$ cat config.mk
export PLATFORM = sky130hd
export DESIGN_NAME = tcw_ctrl
export DESIGN_NICKNAME = d
export VERILOG_FILES = /design/src/rtl/tcw_pkg.sv /design/src/rtl/tcw_ctrl.sv
export SDC_FILE = /design/constraint.sdc
export NUM_CORES = 1
export LEC_CHECK = 0
export BUFFER_PORTS_ARGS = -buffer_cell sky130_fd_sc_hd__buf_2
export CAP_MARGIN = 20
export CORE_MARGIN = 1
export CORE_UTILIZATION = 30
export DETAILED_ROUTE_END_ITERATION = 7
export GPL_TIMING_DRIVEN = 0
export SLEW_MARGIN = 10
export SYNTH_ARGS = -nofsm -noshare
export SYNTH_HDL_FRONTEND = slang
export SYNTH_SLANG_ARGS = --single-unit
$ cat constraint.sdc
create_clock -name clk_i -period 1.9 [get_ports clk_i]
set_input_delay 0.38 -clock clk_i [delete_from_list [all_inputs] [get_ports clk_i]]
set_output_delay 0.38 -clock clk_i [all_outputs]
set_load 0.005 [all_outputs]
$ cat src/rtl/tcw_pkg.sv
// tcw_pkg: field widths, codes and controller/datapath command and status types
// for the text console writer. No dependencies.

package tcw_pkg;

  localparam int REQ_W     = 2;
  localparam int CHAR_W    = 8;
  localparam int INDEX_W   = 11;
  localparam int CELL_W    = 16;
  localparam int ROW_OUT_W = 5;
  localparam int COL_OUT_W = 7;
  localparam int ATTR_W    = 8;

  localparam logic [CHAR_W-1:0] NEWLINE_CODE = 8'd10;
  localparam logic [CHAR_W-1:0] BLANK_CODE   = 8'd32;
  localparam logic [ATTR_W-1:0] ATTR_RESET   = 8'd14;

  typedef enum logic [REQ_W-1:0] {
    REQ_PUT   = 2'd0,
    REQ_READ  = 2'd1,
    REQ_CLEAR = 2'd2
  } req_e;

  typedef enum logic [1:0] {
    CNT_HOLD,
    CNT_ZERO,
    CNT_BLANK_START,
    CNT_INC
  } cnt_e;

  typedef enum logic [2:0] {
    ST_IDLE,
    ST_EXEC,
    ST_READ,
    ST_COPY,
    ST_BLANK,
    ST_DONE
  } state_e;

  typedef struct packed {
    logic capture;
    logic put_exec;
    logic read_issue;
    logic home;
    logic copy_step;
    logic blank_write;
    logic load_rsp;
    logic rsp_sel_ram;
    cnt_e cnt_op;
  } cmd_t;

  typedef struct packed {
    logic [REQ_W-1:0] req;
    logic             scroll_needed;
    logic             index_ok;
    logic             cnt_copy_last;
    logic             cnt_last;
  } status_t;

endpackage

$ cat src/rtl/tcw_ctrl.sv
// tcw_ctrl: request sequencer; drives datapath commands and the handshakes.
// Depends on tcw_pkg.

module tcw_ctrl (
  input  logic              clk_i,
  input  logic              rst_ni,
  input  logic              in_valid_i,
  output logic              in_ready_o,
  output logic              out_valid_o,
  input  logic              out_ready_i,
  input  tcw_pkg::status_t  status_i,
  output tcw_pkg::cmd_t     cmd_o
);
  import tcw_pkg::*;

  state_e state_q, state_d;
  logic   out_valid_q, out_valid_d;
  logic   out_free;

  assign out_free = !out_valid_q || out_ready_i;

  always_comb begin
    state_d    = state_q;
    cmd_o      = '0;
    cmd_o.cnt_op = CNT_HOLD;
    in_ready_o = 1'b0;
    case (state_q)
      ST_IDLE: begin
        in_ready_o = 1'b1;
        if (in_valid_i) begin
          cmd_o.capture = 1'b1;
          state_d       = ST_EXEC;
        end
      end
      ST_EXEC: begin
        if (status_i.req == REQ_PUT) begin
          if (status_i.scroll_needed) begin
            cmd_o.put_exec = 1'b1;
            cmd_o.cnt_op   = CNT_ZERO;
            state_d        = ST_COPY;
          end else if (out_free) begin
            cmd_o.put_exec = 1'b1;
            cmd_o.load_rsp = 1'b1;
            state_d        = ST_IDLE;
          end
        end else if (status_i.req == REQ_READ) begin
          if (status_i.index_ok) begin
            cmd_o.read_issue = 1'b1;
            state_d          = ST_READ;
          end else if (out_free) begin
            cmd_o.load_rsp = 1'b1;
            state_d        = ST_IDLE;
          end
        end else if (status_i.req == REQ_CLEAR) begin
          cmd_o.home   = 1'b1;
          cmd_o.cnt_op = CNT_ZERO;
          state_d      = ST_BLANK;
        end else if (out_free) begin
          cmd_o.load_rsp = 1'b1;
          state_d        = ST_IDLE;
        end
      end
      ST_READ: begin
        if (out_free) begin
          cmd_o.load_rsp    = 1'b1;
          cmd_o.rsp_sel_ram = 1'b1;
          state_d           = ST_IDLE;
        end
      end
      ST_COPY: begin
        cmd_o.copy_step = 1'b1;
        if (status_i.cnt_copy_last) begin
          cmd_o.cnt_op = CNT_BLANK_START;
          state_d      = ST_BLANK;
        end else begin
          cmd_o.cnt_op = CNT_INC;
        end
      end
      ST_BLANK: begin
        cmd_o.blank_write = 1'b1;
        if (status_i.cnt_last) begin
          state_d = ST_DONE;
        end else begin
          cmd_o.cnt_op = CNT_INC;
        end
      end
      ST_DONE: begin
        if (out_free) begin
          cmd_o.load_rsp = 1'b1;
          state_d        = ST_IDLE;
        end
      end
      default: begin
        state_d = ST_IDLE;
      end
    endcase
  end

  always_comb begin
    out_valid_d = out_valid_q;
    if (out_ready_i) begin
      out_valid_d = 1'b0;
    end
    if (cmd_o.load_rsp) begin
      out_valid_d = 1'b1;
    end
  end

  always_ff @(posedge clk_i or negedge rst_ni) begin
    if (!rst_ni) begin
      state_q     <= ST_IDLE;
      out_valid_q <= 1'b0;
    end else begin
      state_q     <= state_d;
      out_valid_q <= out_valid_d;
    end
  end

  assign out_valid_o = out_valid_q;

endmodule

==> After elaboration in Yosys (flattened, before gate mapping) <==
Index checks and enable logic that the tools add are counted.
W data, S select, Z words.
{ "op_classes": {"n_eq_ne": 10, "mux": 41, "n_reduce_logical": 7} }
{ "ops": {"columns": ["operator", "count"], "rows": [
  ["$mux W3", 10],
  ["$mux W1", 24],
  ["$pmux W3 S5", 1],
  ["$mux W2", 4],
  ["$eq A3 B2 Y1 const B", 2],
  ["$eq A3 B3 Y1 const B", 2],
  ["$ne A2 B2 Y1 const B", 3],
  ["$pmux W2 S3", 1],
  ["$eq A3 B1 Y1 const B", 1],
  ["$logic_not A3 Y1", 1],
  ["$pmux W1 S3", 1],
  ["$reduce_and A3 Y1", 1],
  ["$eq A2 B1 Y1 const B", 1],
  ["$eq A2 B2 Y1 const B", 1],
  ["$logic_not A2 Y1", 1],
  ["$reduce_bool A2 Y1", 1],
  ["$reduce_or A2 Y1", 1],
  ["$logic_not A1 Y1", 1],
  ["$logic_or A1 B1 Y1", 1]
]} }
{ "word_totals": {"ff_bits": 4, "out_inout_bits": 12, "inputBits": 10} }

==> Longest topological paths before layout <==
Gate-level depths: netlist of the first run.
{ "depth": {"ltp_word": 8, "depth_mapped": 6, "depth_no_buf": 4} }

==> Worst setup path after synthesis of the first run <==
Ideal clock, no wire load.
{ "synth_timing": {"kind": "input port to output port", "from": "input port status_i[5] (netlist name)", "to": "output port cmd_o[3] (netlist name)", "path_buffers": 2, "setup_slack_ps": 224, "t_arrival_ps": 1296, "cell_stages": 6, "cell_sequence": "clkbuf_1 nand2b_1 a211oi_1 o22ai_1 and2_1 buf_4"} }
{ "synth_rtl": {"columns": ["element", "line_no", "text"], "rows": [
  ["start: declaration", "tcw_ctrl.sv:11", "input tcw_pkg::status_t status_i,"],
  ["end: declaration", "tcw_ctrl.sv:12", "output tcw_pkg::cmd_t cmd_o"]
]} }

==> results of run 1 <==
-- worst register-to-register path: cells and delay by family, from the launching register on --
kind,cells,cell delay [ns]
compound gates,3,0.67
buf+inv,2,0.27
flops,1,0.40
simple gates,1,0.13
-- Yosys cell counts (all sizes together) --
library cell / number / area share, %
o41ai: 1 / 3.8
nor2b: 3 / 4.3
or3b: 1 / 2.0
and2: 2 / 2.9
o311ai: 2 / 4.1
nor2: 7 / 6.1
nand3: 1 / 1.2
nor3: 4 / 4.6
or3: 1 / 1.5
a21oi: 3 / 3.5
a222oi: 1 / 2.3
nor4: 1 / 1.5
nand2: 4 / 3.5
a22oi: 1 / 1.7
dfrtp: 4 / 23
a21o: 1 / 1.7
o22ai: 1 / 1.5
clkbuf: 2 / 1.7
nand2b: 5 / 7.2
buf: 3 / 5.5
inv: 3 / 2.6
nor3b: 1 / 4.3
o21bai: 1 / 1.7
a211oi: 2 / 3.5
o31ai: 1 / 1.7
o21ai: 2 / 2.3
-- final cells by class --
class | count | area [sq um]
Buffer | 5 | 33.8
Clock buffer | 3 | 22.5
Fill cell | 134 | 656
Inverter | 3 | 11.3
Multi-Input combinational cell | 46 | 333
Sequential cell | 4 | 103
Tap cell | 15 | 18.8
Timing Repair Buffer | 25 | 140
-- layout by cell type, fill, tap and decap left out --
master	instances
buf_2	21
dfrtp_2	2
a21o_1	1
o41ai_2	1
nor3_1	3
clkbuf_2	2
nand2_1	4
a21oi_1	3
buf_6	1
a211oi_2	1
clkbuf_4	3
inv_1	3
o21bai_1	1
nor2b_1	3
o21ai_0	2
dfrtp_1	2
and2_1	2
nor2_1	7
or3_4	1
o311ai_1	1
a211oi_1	1
o31ai_1	1
o22ai_2	1
nor3_2	1
buf_4	5
a222oi_1	1
a22oi_1	1
nor4_4	1
dlygate4sd3_1	1
nand3_1	1
or3b_1	1
nand2b_1	5
nor3b_4	1
o311ai_2	1
-- state kept, by name (all words and copies together), names as in the netlist --
register     flops
out_valid_o      1
state_q          3
-- worst paths after layout --
check                                     endpoint  cells after the start
min in group asynchronous   state_q[1]$_DFFE_PN0P_                      2
max reg2reg                 state_q[0]$_DFFE_PN0P_                      6
min                         state_q[2]$_DFFE_PN0P_                      3
min reg2reg                out_valid_o$_DFFE_PN0P_                      2
max in group asynchronous   state_q[2]$_DFFE_PN0P_                      2
max                                       cmd_o[3]                      6
-- layer usage --
layer	part of all wire, %	up-vias	routed length, um
met3	3.4	2	41
met4	0.83	0	10
met1	46	235	552
met2	50	16	607
li1	-	265	-
met5	0	-	0
-- per-stage QoR --
step                      cells  worst slack, ns  util, %
after floorplan              58            0.224        -
after global placement       93         -0.00701     41.8
after detailed placement     93          0.00126     41.8
after CTS                   101          0.00351     48.8
after global routing        101          -0.0721     50.2
final                       101         -0.00296     50.2
-- power by group --
group / internal, uW / switching (uW)
combinational: 279 / 297
sequential: 124 / 26.1
clock: 70.7 / 35.8
-- repair_timing --
item	4_1_cts	5_1_grt
hold buffers	1	0
buffers inserted	4	0
resized for setup	8	3
endpoints found under the hold margin	4	0
pin swaps	2	2
setup endpoints to repair	4	6
-- cell families (layout without fill, tap and decap cells) --
| group | after synthesis | in the layout | share of synthesized area [%] |
|---|---|---|---|
| DFF | 4 | 4 | 23.2 |
| buffers and inverters | 8 | 36 | 9.85 |
| AOI/OAI and AO/OA | 16 | 16 | 27.8 |
| and+or+nand+nor | 30 | 30 | 39.1 |
==> results.toml, run 1 <==
[route]
drtIter0Drc = 7
routed-via-count = 518
firstDrtPassIters = 4
vias_per_cell = 5.13
wl_per_cell_um = 12.0
wl_mm = 1.21
antenna_left = 0
drc = 0

[placement]
hpwl_um = 817
io_buffers = 20
gp_congestion = 0.783
placed_area_sq_um = 551

[sta]
whs_ns = 0.461
setup_viol = 1
fin_crit_ns = 1.90
fin_skew_ns = 0.00546
rsz0062_at_grt = "true"
tns_ns = -0.00296
setup_ws_ns = -0.00296
worst_pin_slew_ns = 0.447
hold_viol = 0
max-slew-margin-rel_pct = 70.2
final-max-slew-violation-count = 0
clock.fmax_mhz = 525
finalCritPeriodShare_pct = 100

[global_route]
grtUsageMet1_pct = 22.4
grt_first_pass_wirelength_mm = 1.80
grtUsageMet2_pct = 25.8
grt_usage_pct = 18.1
grt_max_degree = 11
antenna_found_initial = 0
first_global_vias = 424
grt.busiest_layer = "met2"
grtUsageMet3_pct = 3.89
grt_overflow = 0

[clock_tree]
cts_made_buffers = 3
cts_htree_levels = 1
clock-root-buffer = "clkbuf_4"
cts_buffer_depth = 2
worstSkewPairLatency_ns = 0.24
cts.sink_count = 4
cts_tree = "built"
clk_pin_slew_ns = 0.04

[yosys]
avgSynthCellArea_sq_um = 7.44
yosysSeqAreaShare_pct = 23.2
syn_area_sq_um = 432
yosysWarnings = 0
syn_nets = 68
synth_cell_types = 28
syn-instance-count = 58
ys_seq_elements = 4

[outcome]
violations = "negative setup slack"
outcome = "finished, violations left"

[critical_path]
crit_top_cell = "buf_4"
startpoint_type = "flop"
ff2ff_setup_slack_ns = 0.30
critPathMaxFanout = 7
path_buf_inv = 3
crit_path_cell_trace = "buf_4 > nand2b_1 > o22ai_2 > and2_1 > buf_4 > buf_2"
r2r_start = "state_q[1]$_DFFE_PN0P_"
max_stage_delay_ns = 0.40
critPathLaunch = "state_q[2]$_DFFE_PN0P_"
arrival_ns = 1.52
slowest_stage = "dfrtp_2"
worst_setup_path_end_kind = "primary output"
cp_top_family = "flip-flops"
worstPathRequired_ns = 1.52
critPathKind = "flop to primary output"

[floorplan]
coreArea_sq_um = 1320
die_area_sq_um = 1590
pin_count = 22
fp-row-count = 13
dieWidth_um = 39.9
fp.dieH_um = 39.9
start_util_pct = 32.8

[finish]
drive_above_1_share_pct = 48.8
syn_to_final_growth_pct = 53.3
nNetsFinal = 98
antenna_cells = 0
final_cell_area_sq_um = 662

[power_and_ir_drop]
powerDensity_nw_per_um2 = 1260
peakVddDrop_uv = 696
p_leak_uw = 0.000333
p_total_uw = 833

[min_path]
hp-start = "status_i[0]"
hold_class = "input port to flop"

[run]
max_cap_violations = 0
(Power assumes the default switching activity.)
==> run 2, diff against run 1 <==
--- a/config.mk
+++ b/config.mk
@@ -5,12 +5,14 @@
 export SDC_FILE = /design/constraint.sdc
 export NUM_CORES = 1
 export LEC_CHECK = 0
+export ABC_AREA = 1
 export BUFFER_PORTS_ARGS = -buffer_cell sky130_fd_sc_hd__buf_2
 export CAP_MARGIN = 20
 export CORE_MARGIN = 1
 export CORE_UTILIZATION = 30
 export DETAILED_ROUTE_END_ITERATION = 7
 export GPL_TIMING_DRIVEN = 0
+export MAX_ROUTING_LAYER = met4
 export SLEW_MARGIN = 10
 export SYNTH_ARGS = -nofsm -noshare
 export SYNTH_HDL_FRONTEND = slang
==> run 2 against run 1 <==
Net effect:
- the flow now finishes without violations
- register-to-register slack improved by 0.34 ns
- clock power barely moved
- final cell count rose by 7.9%
- sequential share of layout area rose by 2.2 points
- routed wire length fell by 17%
- sequential cell count did not move
- combinational power fell by 28%
- highest routed layer is now met3
==> results.toml, run 2 <==
[outcome]
outcome = "completed"

[finish]
mostFrequentLayoutCell = "buf_2"
regMostFlops = "state_q"
final_cell_mix = "21 x buf_2, 17 x nand2_1, 13 x inv_1, 8 x nor2_1, 7 x nand3_1"
nNetsFinal = 107
largest_register_ffs = 3
antenna_cells = 0
syn_to_final_growth_pct = 39.3
drive_above_1_share_pct = 36.8
fin_util_pct = 48.2
fillers = 137

[yosys]
avgSynthCellArea_sq_um = 5.86
synth_cell_types = 18
syn_nets = 80
async_reset_ff_share_pct = 100
yosysSeqAreaShare_pct = 24.4
yosysTopAreaCellShare_pct = 24.4
synth_top_cell_by_area = "dfrtp_1"
ys.flop_type = "dfrtp_1"
synthMostInstantiatedCell = "nand2_1"
synth_edf_count = 0
synthTopCellsByCount = "17 x nand2_1, 13 x inv_1, 8 x nor2_1"
ys_seq_elements = 4
yosysWarnings = 0
syn-instance-count = 70
synth_area_leaders = "dfrtp_1 24%, nand2_1 16%, inv_1 12%, nand3_1 8.5%, nor2_1 7.3%"
syn_area_sq_um = 410

[power_and_ir_drop]
peakVddDrop_uv = 545
p_leak_uw = 0.000368
powerDensity_nw_per_um2 = 1210

[critical_path]
r2r_start = "state_q[0]$_DFFE_PN0P_"
startpoint_type = "flop"
crit_path_cell_trace = "inv_1 > nor2_4 > a21oi_1 > nor2_1 > buf_4 > buf_2"
critPathMaxFanout = 6
r2r_end = "state_q[0]$_DFFE_PN0P_"
critPathKind = "flop to primary output"
max_stage_delay_ns = 0.42
worstPathRequired_ns = 1.52
worst-path-stages = 6
slowest_stage = "dfrtp_1"
path_buf_inv = 3
critPathLaunch = "state_q[0]$_DFFE_PN0P_"
worst_setup_path_end_kind = "primary output"
arrival_ns = 1.39
cp-endpoint = "cmd_o[3]"
cp_top_family = "flip-flops"
ff2ff_setup_slack_ns = 0.64
ff2ff_path_depth = 7

[global_route]
grtUsageMet3_pct = 8.67
first_global_vias = 414
grt_max_degree = 9
antenna_found_initial = 0
grtUsageMet2_pct = 26.7
grt_overflow = 0
grt_usage_pct = 17.1
grtUsageMet1_pct = 21.1
grt_first_pass_wirelength_mm = 1.71
grt.busiest_layer = "met2"

[floorplan]
fp-row-count = 12
die_area_sq_um = 1520
fp.dieH_um = 39.0
pin_count = 22
coreArea_sq_um = 1190
start_util_pct = 34.6
dieWidth_um = 39.0

[clock_tree]
cts_tree = "built"
clk_pin_slew_ns = 0.03
cts_htree_levels = 1
cts_made_buffers = 3
cts.sink_count = 4
worstSkewPairLatency_ns = 0.24
cts_setup_buffers = 0
cts_buffer_depth = 2
clock-root-buffer = "clkbuf_4"

[placement]
io_buffers = 21
gp_congestion = 0.757
hpwl_um = 785

[sta]
max-slew-margin-rel_pct = 77.6
setup_viol = 0
rsz0062_at_grt = "false"
final-max-slew-violation-count = 0
fin_skew_ns = 0.00661
hold_viol = 0
clock.fmax_mhz = 565
worst_pin_slew_ns = 0.336
tns_ns = 0
finalCritPeriodShare_pct = 93.2
fin_crit_ns = 1.77

[route]
antenna_left = 0
routed-via-count = 489
wl_mm = 1.01
drtIter0Drc = 7
firstDrtPassIters = 4
vias_per_cell = 4.49
wl_per_cell_um = 9.23
drc = 0

[min_path]
hold_class = "input port to flop"

[run]
max_cap_violations = 0
==> run 2: worst min-delay path by stage <==
stage | slack (ns) | endpoint | start | cells after the start
4_1_cts | 0.44 | state_q[0]$_DFFE_PN0P_ | status_i[1] | 4
3_3_place_gp | 0.19 | out_valid_o$_DFFE_PN0P_ | rst_ni | 1
6_report | 0.44 | state_q[2]$_DFFE_PN0P_ | status_i[0] | 4
5_1_grt | 0.45 | state_q[2]$_DFFE_PN0P_ | status_i[0] | 4
2_1_floorplan | 0.08 | out_valid_o$_DFFE_PN0P_ | rst_ni | 0
3_5_place_dp | 0.19 | out_valid_o$_DFFE_PN0P_ | rst_ni | 1
==> run 2: timing repair <==
item / in CTS / in global routing
hold buffers: 1 / 0
hold endpoints to repair: 4 / 0
endpoints found under the setup margin: 0 / 4
gates resized for setup: 0 / 2
==> run 2: worst register-to-register path, delay by kind of cell, from the launching register on <==
kind	cells	cell delay [ns]
and+or+nand+nor	6	0.60
DFF	1	0.42
buffers and inverters	1	0.13
==> run 2: layout make-up <==
cell class	count	area, sq um	share of cell area, %
Buffer	1	7.51	1.31
Clock buffer	3	22.5	3.94
Inverter	15	56.3	9.85
Multi-Input combinational cell	50	251	44.0
Sequential cell	4	101	17.7
Tap cell	14	17.5	3.06
Timing Repair Buffer	22	115	20.1
==> run 2: per-layer routing <==
metal | part of all wire (%) | up-vias
met3 | 6.7 | 0
met2 | 45 | 20
met1 | 48 | 201
met5 | 0 | -
li1 | - | 268
met4 | 0 | 0
==> run 2: power by group <==
| part | switching (uW) | leakage (uW) | internal (uW) | total, uW |
|---|---|---|---|---|
| clock network | 33.9 | 0.0000138 | 70.6 | 104 |
| logic | 242 | 0.000305 | 170 | 413 |
| registers | 49.9 | 0.0000494 | 122 | 172 |
| total | 326 | 0.000368 | 363 | 689 |
==> run 2: cell families after synthesis <==
group / share of synthesized area [%]
flip-flops: 24.4
AND/OR/NAND/NOR: 51.2
buffers and inverters: 15.6
AO/OA/AOI/OAI: 8.84
==> run 2: per-stage QoR <==
step	setup slack [ns]	instance area, sq um	total power, uW	std cells	hold WS, ns
after floorplan	0.535	410	437	70	0.0844
after global placement	0.230	533	570	105	0.186
after detailed placement	0.234	533	572	105	0.190
after CTS	0.0918	566	684	109	0.436
after global routing	0.00180	572	768	109	0.451
final	0.129	572	689	109	0.438
==> run 3, diff against run 2 <==
--- a/config.mk
+++ b/config.mk
@@ -6,11 +6,11 @@
 export NUM_CORES = 1
 export LEC_CHECK = 0
 export ABC_AREA = 1
-export BUFFER_PORTS_ARGS = -buffer_cell sky130_fd_sc_hd__buf_2
 export CAP_MARGIN = 20
 export CORE_MARGIN = 1
 export CORE_UTILIZATION = 30
 export DETAILED_ROUTE_END_ITERATION = 7
+export DONT_BUFFER_PORTS = 1
 export GPL_TIMING_DRIVEN = 0
 export MAX_ROUTING_LAYER = met4
 export SLEW_MARGIN = 10
==> run 3 against run 2 <==
Net effect:
- design area fell by 18%
- combinational power fell by 17%
- critical path depth fell by 2
- core utilization fell by 8.4 points
- critical endpoint is now cmd_o[0]
- largest cell class unchanged
- highest routed layer unchanged
==> results.toml, run 3 (same netlist as run 2, synthesis figures left out) <==
[finish]
mostFrequentLayoutCell = "nand2_1"
fin_util_pct = 39.8
nNetsFinal = 86
fillers = 129
regMostFlops = "state_q"
drive_above_1_share_pct = 17.6
final_cell_mix = "17 x nand2_1, 13 x inv_1, 8 x nor2_1, 7 x nand3_1, 5 x a21oi_1"
antenna_cells = 0
syn_to_final_growth_pct = 14.9
largest_register_ffs = 3

[critical_path]
startpoint_type = "flop"
r2r_end = "state_q[0]$_DFFE_PN0P_"
ff2ff_path_depth = 7
ff2ff_setup_slack_ns = 0.54
r2r_start = "state_q[1]$_DFFE_PN0P_"
critPathMaxFanout = 5
worst_setup_path_end_kind = "primary output"
max_stage_delay_ns = 0.50
cp_top_family = "simple AND/OR/NAND/NOR gates"
arrival_ns = 1.38
critPathKind = "flop to primary output"
crit_path_cell_trace = "inv_2 > nor3_4 > nand2_2 > nand3_1"
path_buf_inv = 1
worstPathRequired_ns = 1.52
slowest_stage = "dfrtp_1"

[sta]
hold_viol = 0
tns_ns = 0
rsz0062_at_grt = "false"
final-max-slew-violation-count = 0
setup_ws_ns = 0.143
fin_skew_ns = 0.000258
finalCritPeriodShare_pct = 92.5
clock.fmax_mhz = 569
worst_pin_slew_ns = 0.370
max-slew-margin-rel_pct = 75.1
setup_viol = 0
fin_crit_ns = 1.76

[placement]
io_buffers = 0
hpwl_um = 761
gp_congestion = 0.838
pre_cts_ws_ns = 0.378

[power_and_ir_drop]
p_total_uw = 625
p_leak_uw = 0.000275
powerDensity_nw_per_um2 = 1330
peakVddDrop_uv = 474

[global_route]
grt_usage_pct = 16.6
grt_max_degree = 9
grt_overflow = 0
first_global_vias = 419
antenna_found_initial = 0
grt_first_pass_wirelength_mm = 1.68

[run]
max_cap_violations = 0

[clock_tree]
cts.sink_count = 4
cts_htree_levels = 1
clk_pin_slew_ns = 0.04
cts_buffer_depth = 2
cts_tree = "built"
worstSkewPairLatency_ns = 0.23
clock-root-buffer = "clkbuf_4"
cts_made_buffers = 3

[route]
wl_per_cell_um = 11.6
vias_per_cell = 4.99
antenna_left = 0
wl_mm = 1.02
routed-via-count = 439
drtIter0Drc = 10
firstDrtPassIters = 4
drc = 0

[min_path]
hold_class = "input port to flop"
hp-start = "status_i[0]"
min_to = "state_q[2]$_DFFE_PN0P_"
worstHoldPathCells = 3

[floorplan]
fp.dieH_um = 39.0
dieWidth_um = 39.0
fp-row-count = 12
pin_count = 22
start_util_pct = 34.6
die_area_sq_um = 1520
coreArea_sq_um = 1190

[outcome]
outcome = "completed"
==> run 3: metal layers <==
layer  vias to the layer above  GRT usage [%]  share of wire [%]
met5                         -              -                  0
met4                         0           5.17                  0
met3                         0           5.20                6.5
met2                        20           28.7                 49
met1                       189           17.8                 44
li1                        230              -                  -
==> run 3: worst reg2reg max path, stage by stage, from the launching register on <==
cell and delay, ns:
dfrtp_1 0.50, inv_2 0.11, nor3_4 0.28, nand2_2 0.13
nand2_1 0.08, nor2_1 0.05, nand2_1 0.06, nand2_1 0.04
==> run 3: worst max-delay path by stage <==
stage	from	slack [ns]	endpoint	cells after the start
6_report	state_q[1]$_DFFE_PN0P_	0.14	cmd_o[0]	4
5_1_grt	state_q[1]$_DFFE_PN0P_	0.02	cmd_o[3]	5
4_1_cts	state_q[1]$_DFFE_PN0P_	0.11	cmd_o[0]	4
3_5_place_dp	state_q[1]$_DFFE_PN0P_	0.38	cmd_o[0]	4
3_3_place_gp	state_q[1]$_DFFE_PN0P_	0.39	cmd_o[0]	4
2_1_floorplan	status_i[5]	0.54	cmd_o[3]	7
==> run 3: layout make-up <==
type | instances | area (sq um) | share of cell area [%]
multi-input combinational | 50 | 258 | 54.6
sequential | 4 | 100 | 21.2
inverter | 15 | 56.3 | 11.9
timing repair buffer | 1 | 10.0 | 2.12
tap | 14 | 17.5 | 3.71
clock buffer | 3 | 22.5 | 4.77
buffer | 1 | 7.51 | 1.59
==> run 3: power breakdown <==
group / total, uW / internal (uW) / leakage, uW / switching [uW]
Combinational: 343 / 115 / 0.000210 / 228
Clock: 102 / 70.5 / 0.0000138 / 31.8
Sequential: 180 / 121 / 0.0000509 / 59.0
Total: 625 / 307 / 0.000275 / 318
==> run 3: what timing repair did <==
item,4_1_cts,5_1_grt
hold buffers,1,0
hold endpoints to repair,4,0
setup buffers,0,0
resized for setup,0,2
setup endpoints to repair,0,1
==> run 3: stage by stage <==
stage / hold slack, ns / instances / area, sq um
final: 0.360 / 88 / 472
after global routing: 0.363 / 88 / 472
after CTS: 0.353 / 88 / 460
after detailed placement: 0.0845 / 84 / 428
after global placement: 0.0845 / 84 / 428
after floorplan: 0.0844 / 70 / 410
